<file path="config.mk">
export PLATFORM = sky130hd
export DESIGN_NAME = equal_sum_partition_check
export DESIGN_NICKNAME = d
export VERILOG_FILES = /design/src/rtl/espc_pkg.sv /design/src/rtl/equal_sum_partition_check.sv /design/src/rtl/espc_queue.sv /design/src/rtl/espc_front.sv /design/src/rtl/espc_back.sv
export SDC_FILE = /design/constraint.sdc
export NUM_CORES = 2
export LEC_CHECK = 0
export BUFFER_PORTS_ARGS = -buffer_cell sky130_fd_sc_hd__buf_2
export CAP_MARGIN = 40
export CORE_ASPECT_RATIO = 1.5
export CORE_MARGIN = 5
export CORE_UTILIZATION = 65
export CTS_CLUSTER_SIZE = 28
export DETAILED_ROUTE_END_ITERATION = 6
export MAX_ROUTING_LAYER = met4
export PLACE_DENSITY = 0.88
export SLEW_MARGIN = 0
export SYNTH_ARGS = -nofsm -noshare
export SYNTH_HDL_FRONTEND = slang
export SYNTH_HIERARCHICAL = 1
export SYNTH_SLANG_ARGS = --single-unit
export TNS_END_PERCENT = 30
</file>
<file path="constraint.sdc">
create_clock -name clk -period 14 [get_ports clk]
set_clock_uncertainty 0.15 [all_clocks]
set_input_delay 0.7 -clock clk [delete_from_list [all_inputs] [get_ports clk]]
set_output_delay 0.7 -clock clk [all_outputs]
set_load 0.03 [all_outputs]
</file>
<file path="src/rtl/espc_pkg.sv">
// Shared constants and types for the equal-sum partition checker.
package espc_pkg;

    // Default for the highest set total that is still checked.
    localparam int SUM_LIMIT_DEFAULT  = 1024;
    // Default width of one set element.
    localparam int VALUE_BITS_DEFAULT = 8;
    // Entries in the queue between the front and back ends; a power of two.
    localparam int QUEUE_DEPTH        = 2;

    // Control flags that travel with each element through the queue.
    typedef struct packed {
        logic last;     // final element of the set
        logic tracked;  // element is non-zero and can reach a tracked sum
    } elem_ctl_t;

    localparam int ELEM_CTL_BITS = $bits(elem_ctl_t);

    // Fill status of the queue.
    typedef struct packed {
        logic full;
        logic empty;
    } queue_status_t;

endpackage

</file>
<file path="src/rtl/equal_sum_partition_check.sv">
// Top level of the equal-sum partition checker: front end, queue and back end.
// Throughput: one element beat per cycle; only a last element waits, and only while the
// previous result is held by a stalled output. Input beats stall once the queue is full.
// Path: an accepted input beat is written into the queue; the back end takes it from there,
// and a last element sets the result register, so the result is valid from the edge it is taken.
// Reset (asynchronous, active low): empty queue, bitset at sum zero, total cleared, no result.
module equal_sum_partition_check #(
    parameter int SUM_LIMIT  = espc_pkg::SUM_LIMIT_DEFAULT,
    parameter int VALUE_BITS = espc_pkg::VALUE_BITS_DEFAULT
) (
    input  logic                  clk,
    input  logic                  rst_n,
    input  logic                  in_valid,
    output logic                  in_stall,
    input  logic [VALUE_BITS-1:0] element_value,
    input  logic                  is_last,
    output logic                  out_valid,
    input  logic                  out_stall,
    output logic                  possible,
    output logic                  overflow
);
    import espc_pkg::*;

    localparam int QW = VALUE_BITS + ELEM_CTL_BITS;

    // Signals between the front end, the queue and the back end.
    logic                  q_push;
    logic [VALUE_BITS-1:0] q_push_value;
    elem_ctl_t             q_push_ctl;
    logic                  q_pop;
    logic [QW-1:0]         q_pop_data;
    logic [VALUE_BITS-1:0] q_pop_value;
    elem_ctl_t             q_pop_ctl;
    queue_status_t         q_status;

    // The front end only classifies; every beat it accepts goes straight into the queue.
    espc_front #(
        .SUM_LIMIT  (SUM_LIMIT),
        .VALUE_BITS (VALUE_BITS)
    ) u_front (
        .in_valid      (in_valid),
        .in_stall      (in_stall),
        .element_value (element_value),
        .is_last       (is_last),
        .q_status      (q_status),
        .q_push        (q_push),
        .q_value       (q_push_value),
        .q_ctl         (q_push_ctl)
    );

    // The queue lets input beats keep arriving while a result waits at the output.
    espc_queue #(
        .WIDTH (QW)
    ) u_queue (
        .clk       (clk),
        .rst_n     (rst_n),
        .push      (q_push),
        .push_data ({q_push_ctl, q_push_value}),
        .pop       (q_pop),
        .pop_data  (q_pop_data),
        .status    (q_status)
    );

    assign q_pop_value = q_pop_data[VALUE_BITS-1:0];
    assign q_pop_ctl   = elem_ctl_t'(q_pop_data[QW-1:VALUE_BITS]);

    // The back end applies one element per cycle (a last one waits on a stalled result): a shift-OR
    // over the bitset and an add into the saturating total. The result register sits at its output.
    espc_back #(
        .SUM_LIMIT  (SUM_LIMIT),
        .VALUE_BITS (VALUE_BITS)
    ) u_back (
        .clk       (clk),
        .rst_n     (rst_n),
        .q_avail   (!q_status.empty),
        .q_value   (q_pop_value),
        .q_ctl     (q_pop_ctl),
        .q_pop     (q_pop),
        .out_valid (out_valid),
        .out_stall (out_stall),
        .possible  (possible),
        .overflow  (overflow)
    );

    // An overflowed set can never be reported as splittable.
    assert property (@(posedge clk) disable iff (!rst_n)
        out_valid |-> !(possible && overflow))
        else $error("possible reported together with overflow");

    // A new result appears only after the back end took a last element.
    assert property (@(posedge clk) disable iff (!rst_n)
        $rose(out_valid) |-> $past(q_pop && q_pop_ctl.last))
        else $error("result beat without a last element");

    // The back end never takes an element from an empty queue.
    assert property (@(posedge clk) disable iff (!rst_n)
        q_pop |-> !q_status.empty)
        else $error("queue popped while empty");

endmodule

</file>
<file path="src/rtl/espc_queue.sv">
// Short first-in first-out queue that decouples the front end from the back end.
module espc_queue #(
    parameter int WIDTH = 1
) (
    input  logic                   clk,
    input  logic                   rst_n,
    input  logic                   push,
    input  logic [WIDTH-1:0]       push_data,
    input  logic                   pop,
    output logic [WIDTH-1:0]       pop_data,
    output espc_pkg::queue_status_t status
);
    import espc_pkg::*;

    localparam int PW = (QUEUE_DEPTH > 1) ? $clog2(QUEUE_DEPTH) : 1;

    logic [WIDTH-1:0] entries_reg [QUEUE_DEPTH];
    logic [PW-1:0]    wr_ptr_reg;
    logic [PW-1:0]    wr_ptr_next;
    logic [PW-1:0]    rd_ptr_reg;
    logic [PW-1:0]    rd_ptr_next;
    logic [PW:0]      count_reg;
    logic [PW:0]      count_next;

    always_comb
    begin
        wr_ptr_next = push ? wr_ptr_reg + PW'(1) : wr_ptr_reg;
        rd_ptr_next = pop ? rd_ptr_reg + PW'(1) : rd_ptr_reg;
        count_next  = count_reg + (PW+1)'(push) - (PW+1)'(pop);
    end

    always_ff @(posedge clk or negedge rst_n)
    begin
        if (!rst_n)
        begin
            wr_ptr_reg <= '0;
            rd_ptr_reg <= '0;
            count_reg  <= '0;
        end
        else
        begin
            wr_ptr_reg <= wr_ptr_next;
            rd_ptr_reg <= rd_ptr_next;
            count_reg  <= count_next;
        end
    end

    always_ff @(posedge clk)
    begin
        if (push)
        begin
            entries_reg[wr_ptr_reg] <= push_data;
        end
    end

    assign pop_data     = entries_reg[rd_ptr_reg];
    assign status.full  = (count_reg == (PW+1)'(QUEUE_DEPTH));
    assign status.empty = (count_reg == '0);

endmodule

</file>
<file path="src/rtl/espc_front.sv">
// Front end: takes input beats and classifies each element for the back end.
module espc_front #(
    parameter int SUM_LIMIT  = espc_pkg::SUM_LIMIT_DEFAULT,
    parameter int VALUE_BITS = espc_pkg::VALUE_BITS_DEFAULT
) (
    input  logic                    in_valid,
    output logic                    in_stall,
    input  logic [VALUE_BITS-1:0]   element_value,
    input  logic                    is_last,
    input  espc_pkg::queue_status_t q_status,
    output logic                    q_push,
    output logic [VALUE_BITS-1:0]   q_value,
    output espc_pkg::elem_ctl_t     q_ctl
);
    import espc_pkg::*;

    localparam int HALF = SUM_LIMIT / 2;
    localparam int CW   = ((VALUE_BITS > 17) ? VALUE_BITS : 17) + 1;

    // An element only moves the bitset when it is non-zero and no larger than half the limit.
    always_comb
    begin
        in_stall      = q_status.full;
        q_push        = in_valid && !q_status.full;
        q_value       = element_value;
        q_ctl.last    = is_last;
        q_ctl.tracked = (element_value != '0) && (CW'(element_value) <= CW'(HALF));
    end

endmodule

</file>
<file path="src/rtl/espc_back.sv">
// Back end: updates the reachable-sum bitset and running total, and forms the result.
module espc_back #(
    parameter int SUM_LIMIT  = espc_pkg::SUM_LIMIT_DEFAULT,
    parameter int VALUE_BITS = espc_pkg::VALUE_BITS_DEFAULT
) (
    input  logic                  clk,
    input  logic                  rst_n,
    input  logic                  q_avail,
    input  logic [VALUE_BITS-1:0] q_value,
    input  espc_pkg::elem_ctl_t   q_ctl,
    output logic                  q_pop,
    output logic                  out_valid,
    input  logic                  out_stall,
    output logic                  possible,
    output logic                  overflow
);
    import espc_pkg::*;

    localparam int HALF = SUM_LIMIT / 2;
    localparam int TW   = $clog2(SUM_LIMIT + 2);
    localparam int SW   = ((TW > VALUE_BITS) ? TW : VALUE_BITS) + 1;
    localparam int IW   = $clog2(HALF + 1);
    localparam logic [HALF:0] REACH_INIT = (HALF+1)'(1);

    logic [HALF:0]           reach_reg;
    logic [HALF:0]           reach_next;
    logic [TW-1:0]           total_reg;
    logic [TW-1:0]           total_next;
    logic                    ovf_reg;
    logic                    ovf_next;
    logic                    out_valid_reg;
    logic                    out_valid_next;
    logic                    possible_reg;
    logic                    possible_next;
    logic                    overflow_reg;
    logic                    overflow_next;

    logic                    fire;
    logic [SW-1:0]           sum_wide;
    logic                    sum_over;
    logic                    ovf_new;
    logic [TW-1:0]           total_new;
    logic [SW-1:0]           half_sum;
    logic [SW-1:0]           diff;
    logic [VALUE_BITS-1:0]   shamt;
    logic                    hit_direct;
    logic                    hit_shift;

    always_comb
    begin
        // A last element needs the result register free, or freed in this cycle.
        fire     = q_avail && (!q_ctl.last || !out_valid_reg || !out_stall);
        sum_wide = SW'(total_reg) + SW'(q_value);
        sum_over = sum_wide > SW'(SUM_LIMIT);
        ovf_new  = ovf_reg || sum_over;
        total_new = sum_over ? TW'(SUM_LIMIT + 1) : sum_wide[TW-1:0];
        half_sum = SW'(total_new) >> 1;
        shamt    = q_ctl.tracked ? q_value : '0;

        // Half the new total is reachable if it already was, or if it is reached
        // from an old sum by adding this element.
        hit_direct = 1'b0;
        hit_shift  = 1'b0;
        diff       = half_sum - SW'(q_value);
        if (half_sum <= SW'(HALF))
        begin
            hit_direct = reach_reg[half_sum[IW-1:0]];
            if (q_ctl.tracked && (SW'(q_value) <= half_sum))
            begin
                hit_shift = reach_reg[diff[IW-1:0]];
            end
        end

        reach_next     = reach_reg;
        total_next     = total_reg;
        ovf_next       = ovf_reg;
        possible_next  = possible_reg;
        overflow_next  = overflow_reg;
        out_valid_next = out_valid_reg && out_stall;

        if (fire)
        begin
            if (q_ctl.last)
            begin
                reach_next     = REACH_INIT;
                total_next     = '0;
                ovf_next       = 1'b0;
                possible_next  = !ovf_new && !total_new[0] && (hit_direct || hit_shift);
                overflow_next  = ovf_new;
                out_valid_next = 1'b1;
            end
            else
            begin
                reach_next = reach_reg | (reach_reg << shamt);
                total_next = total_new;
                ovf_next   = ovf_new;
            end
        end
    end

    always_ff @(posedge clk or negedge rst_n)
    begin
        if (!rst_n)
        begin
            reach_reg     <= REACH_INIT;
            total_reg     <= '0;
            ovf_reg       <= 1'b0;
            out_valid_reg <= 1'b0;
        end
        else
        begin
            reach_reg     <= reach_next;
            total_reg     <= total_next;
            ovf_reg       <= ovf_next;
            out_valid_reg <= out_valid_next;
        end
    end

    always_ff @(posedge clk)
    begin
        possible_reg <= possible_next;
        overflow_reg <= overflow_next;
    end

    assign q_pop     = fire;
    assign out_valid = out_valid_reg;
    assign possible  = possible_reg;
    assign overflow  = overflow_reg;

endmodule

</file>
==> run metrics, run 1 <==
status=aborted with a tool error; Failed at=global routing; Error=[ERROR GRT-0116] Global routing finished with congestion. Check the congestion regions in the DRC Viewer.; Die Height=approximately 410 microns; synthesized instance count=7,578; mean post-synth cell area=8.99 sq um; initial cell density of the core=around two thirds; Async SR Flop Fraction=96.0%; total CTS buffers=between 60 and 70; synthesized area=between 60,000 and 70,000 sq um; Die W=between 200 and 300 microns; CTS Root Cell=clkbuf_16; I/O pin cnt=17; RePlAce Congestion=around 1.4; post-synthesis register bit count=roughly 550; Placed Cells=8,608; placed instance area=around 70,000 sq um; clock sinks=552; total congestion overflow=3,952; deepest clock path buffer count=3; GRT Util Overall=87.2%; synth warn=6; Port Buffers=16; Distinct cells, synth=between 80 and 90; post-DP HPWL=between 300 and 400 mm; num rows=about 150; number of global-route vias before repair=81,372; EDFF count, synth=22; sequential area share after synthesis=just over 20%; htree depth=3; global-route wire length before repair=702 mm; largest net degree at the start of global routing=~170; Most used DFF post-synth=dfrtp_1; syn nets=7,612
metal layers:
| metal | GRT overflow | global-route usage [%] |
|---|---|---|
| met1 | 82 | 84.2 |
| met3 | 81 | 68.0 |
| met5 | - | - |
| met2 | 2823 | 105 |
| met4 | 966 | 87.5 |
synth_stat cells, types with 32 or more instances:
library cell | count | area, sq um
a211oi_1 | 145 | 1090
clkbuf_1 | 370 | 1390
a221oi_1 | 43 | 377
nor2_1 | 1072 | 4020
nand3_1 | 120 | 601
o22ai_1 | 241 | 1510
buf_2 | 70 | 350
a21oi_1 | 237 | 1190
dfrtp_1 | 529 | 13200
nand2_1 | 483 | 1810
inv_1 | 32 | 120
mux4_2 | 203 | 4570
o21ai_0 | 59 | 295
mux2i_1 | 3203 | 32100
buf_1 | 252 | 946
nor3_1 | 106 | 531
through the flow:
step           setup slack [ns]  hold WS [ns]
2_1_floorplan              7.34         0.254
3_3_place_gp               4.83         0.316
3_5_place_dp               4.68         0.329
4_1_cts                    4.67        0.0453
cells by family after synthesis:
logic type               synth area share, %
XOR/XNOR                               0.189
AND/OR/NAND/NOR                         11.1
AO/OA/AOI/OAI                           9.32
adder cells (fa/ha/maj)                0.408
buffers and inverters                   4.29
flip-flops                              20.4
multiplexers                            54.2
timing repair:
item | CTS
buffers inserted | 0
hold endpoints to repair | 67
hold buffers | 1
gates resized for setup | 0
==> run 2, diff against run 1 <==
--- a/config.mk
+++ b/config.mk
@@ -7,13 +7,10 @@
 export LEC_CHECK = 0
 export BUFFER_PORTS_ARGS = -buffer_cell sky130_fd_sc_hd__buf_2
 export CAP_MARGIN = 40
-export CORE_ASPECT_RATIO = 1.5
 export CORE_MARGIN = 5
-export CORE_UTILIZATION = 65
-export CTS_CLUSTER_SIZE = 28
+export CORE_UTILIZATION = 40
 export DETAILED_ROUTE_END_ITERATION = 6
-export MAX_ROUTING_LAYER = met4
-export PLACE_DENSITY = 0.88
+export PLACE_DENSITY_LB_ADDON = 0.15
 export SLEW_MARGIN = 0
 export SYNTH_ARGS = -nofsm -noshare
 export SYNTH_HDL_FRONTEND = slang
==> run 2 against run 1 <==
Net effect:
- the flow now finishes, with violations (DRC)
- area after synthesis stayed put
- synthesized cell count stayed put
==> run metrics, run 2 <==
mean post-synth cell area=8.99 sq um; number of global-route vias before repair=~67,000; Peak Freq=between 100 and 150 MHz; CTS Root Cell=clkbuf_16; CTS tree=yes; DR vias/cell=approximately 7.4; global-route wire length before repair=around 600 mm; R2R setup slack=4.40 ns; WL/cell=roughly 47 microns; failing checks=DRC; TritonRoute pass-1 iters=7; hold worst-path end=u_queue/entries_reg[0][5]; initial cell density of the core=between 40% and 50%; deepest clock path buffer count=3; Worst Setup End Kind=flip-flop; Tcrit/Tclk final=about two thirds; htree depth=3; Worst setup SP type=flip-flop; status=complete, but fails checks; unrepaired setup endpoints after global routing=false; total congestion overflow=0; clock sinks=roughly 550; Fin Setup TNS=0 ns; setup slack after layout=4.40 ns; RePlAce Congestion=1.15; Final Max Tran Viols=0; crit path DAT=~10 ns; post-synth top area share=47.1%; Post-CTS Setup Inserts=0; dpl ws=between 4 and 5 ns; Worst R2R Path Depth=22; Period minus WS final=approximately 9.6 ns; synth warn=6; ANT nets after route=0; data required time of the worst path=around 14 ns; Distinct cells, synth=87; clk slew on worst S/H paths=roughly 0.06 ns; total CTS buffers=~80; post-cts sizing count=0; syn nets=between 7,000 and 8,000; Fin. Hold Viols=0; reg2reg start=u_queue/rd_ptr_reg; post-synthesis register bit count=approximately 550; measured slew at the worst slew-check pin=1.30 ns; Most used DFF post-synth=dfrtp_1; clk_lat worst skew=about 0.79 ns; worst r2r dst=u_back/possible; CP Class=reg -> reg; commonest non-fill, non-tap cell in the layout=mux2i_1; Async SR Flop Fraction=between 90% and 100%; DRC viols=5; Final #Nets=between 7,000 and 8,000; most frequent cell after synthesis=mux2i_1; Commonest cells post-synth=mux2i_1, nor2_1, dfrtp_1; largest net degree at the start of global routing=150; via count=between 70,000 and 80,000; top post-synthesis cells by area=mux2i_1, dfrtp_1, mux4_2; Die Area=approximately 180,000 sq um; Max Cap Viol=0; worst hold path class=in -> reg; Routed WL=457 mm; area leader, netlist=mux2i_1; Hold Path Cell Cnt=1; num rows=roughly 150; Die Height=423 microns; Area Growth Syn to Fin=9.61%; max reg flops=roughly 510; synthesized area=68,100 sq um; HP Start=element_value[5]; commonest cells after routing, fill and taps aside=mux2i_1, nor2_1, dfrtp_1; Max FO, Critical Path=17; Slew headroom=about 14%; I/O pin cnt=17; Port Buffers=16; fraction of layout cells with a size suffix above 1=between 10% and 20%; post-DP HPWL=between 300 and 400 mm; area of the core=169,000 sq um; DR iter-0 viols=between 10,000 and 15,000; Die W=423 microns; EDFF count, synth=22; GRT Util Overall=48.8%; sequential area share after synthesis=between 20% and 30%; initial antenna violation count=46; setup violators final=0; synthesized instance count=7,578
==> run 2: cell counts after synthesis <==
Identical to the previous run, type by type.
==> run 2: worst max path at each step <==
stage | from | to | slack [ns] | cells past startpoint
2_1_floorplan | u_queue/rd_ptr_reg | u_back/possible | 7.34 | 28
3_3_place_gp | u_queue/rd_ptr_reg | u_back/possible | 4.61 | 22
3_5_place_dp | u_queue/rd_ptr_reg | u_back/possible | 4.81 | 22
4_1_cts | u_queue/rd_ptr_reg | u_back/possible | 4.76 | 22
5_1_grt | u_queue/rd_ptr_reg | u_back/possible | 4.45 | 22
6_report | u_queue/rd_ptr_reg | u_back/possible | 4.40 | 22
==> run 2: through the flow <==
stage / hold WS (ns) / cells / cell area [sq um] / util, %
3_3_place_gp: 0.320 / 9302 / 70100 / 41.4
2_1_floorplan: 0.254 / 7578 / 68100 / -
6_report: 0.0155 / 9654 / 74600 / 44.1
5_1_grt: 0.0274 / 9616 / 74500 / 44.0
3_5_place_dp: 0.321 / 9420 / 71400 / 42.2
4_1_cts: 0.00219 / 9567 / 74200 / 43.8
==> run 2: final cells by class <==
type                    count  area, sq um
repair buffers            375         3430
clock inverters            40          546
diodes                     46          115
fillers                 16830        94600
well taps                2218         2780
inverters                  35          139
multi-input cells        6286        51500
clock buffers             102         2180
flip-flops and latches    552        13900
==> run 2: critical path: stages (launching register included) <==
cell       delay, ns
dfrtp_1         0.76
mux2_4          0.45
ha_1            0.25
inv_1           0.07
fa_4            0.44
nand2b_1        0.27
a21o_1          0.23
a311oi_1        0.62
a2bb2oi_4       0.56
nor2_1          0.30
inv_1           0.63
fa_4            0.47
nor2b_1         0.06
o21ai_0         0.19
nor3b_1         0.81
or2_4           0.61
buf_12          0.30
mux4_2          0.59
mux4_2          0.63
a211oi_1        0.36
o31ai_1         0.13
a211oi_1        0.28
o211ai_1        0.13
==> run 2: layer usage <==
layer,wire [microns],GRT usage [%],part of all wire (%),vias to the layer above
li1,-,-,-,27891
met1,158000,55.1,35,35200
met2,181000,68.5,39,6390
met3,56100,18.5,12,2263
met4,62100,49.6,14,26
met5,343,1.05,0.075,-
==> run 2: cell families (layout without fill, tap and decap cells) <==
family                     after synthesis  after routing  share of synthesized area, %
buffers and inverters                  740            552                          4.29
other                                    0             46                             0
and+or+nand+nor                       1874           1874                          11.1
DFF                                    552            552                          20.4
AOI/OAI and AO/OA                      949            949                          9.32
adders and majority gates               21             21                         0.408
muxes                                 3429           3429                          54.2
xor gates and xnor gates                13             13                         0.189
==> run 2: timing repair <==
item	in CTS	in global routing
setup endpoints to repair	0	0
hold buffers	5	0
endpoints found under the hold margin	91	0
Power of run 2 is left out: the tool's default activity adds up to more than one toggle a clock period on the data nets, which glitch-free logic cannot reach.
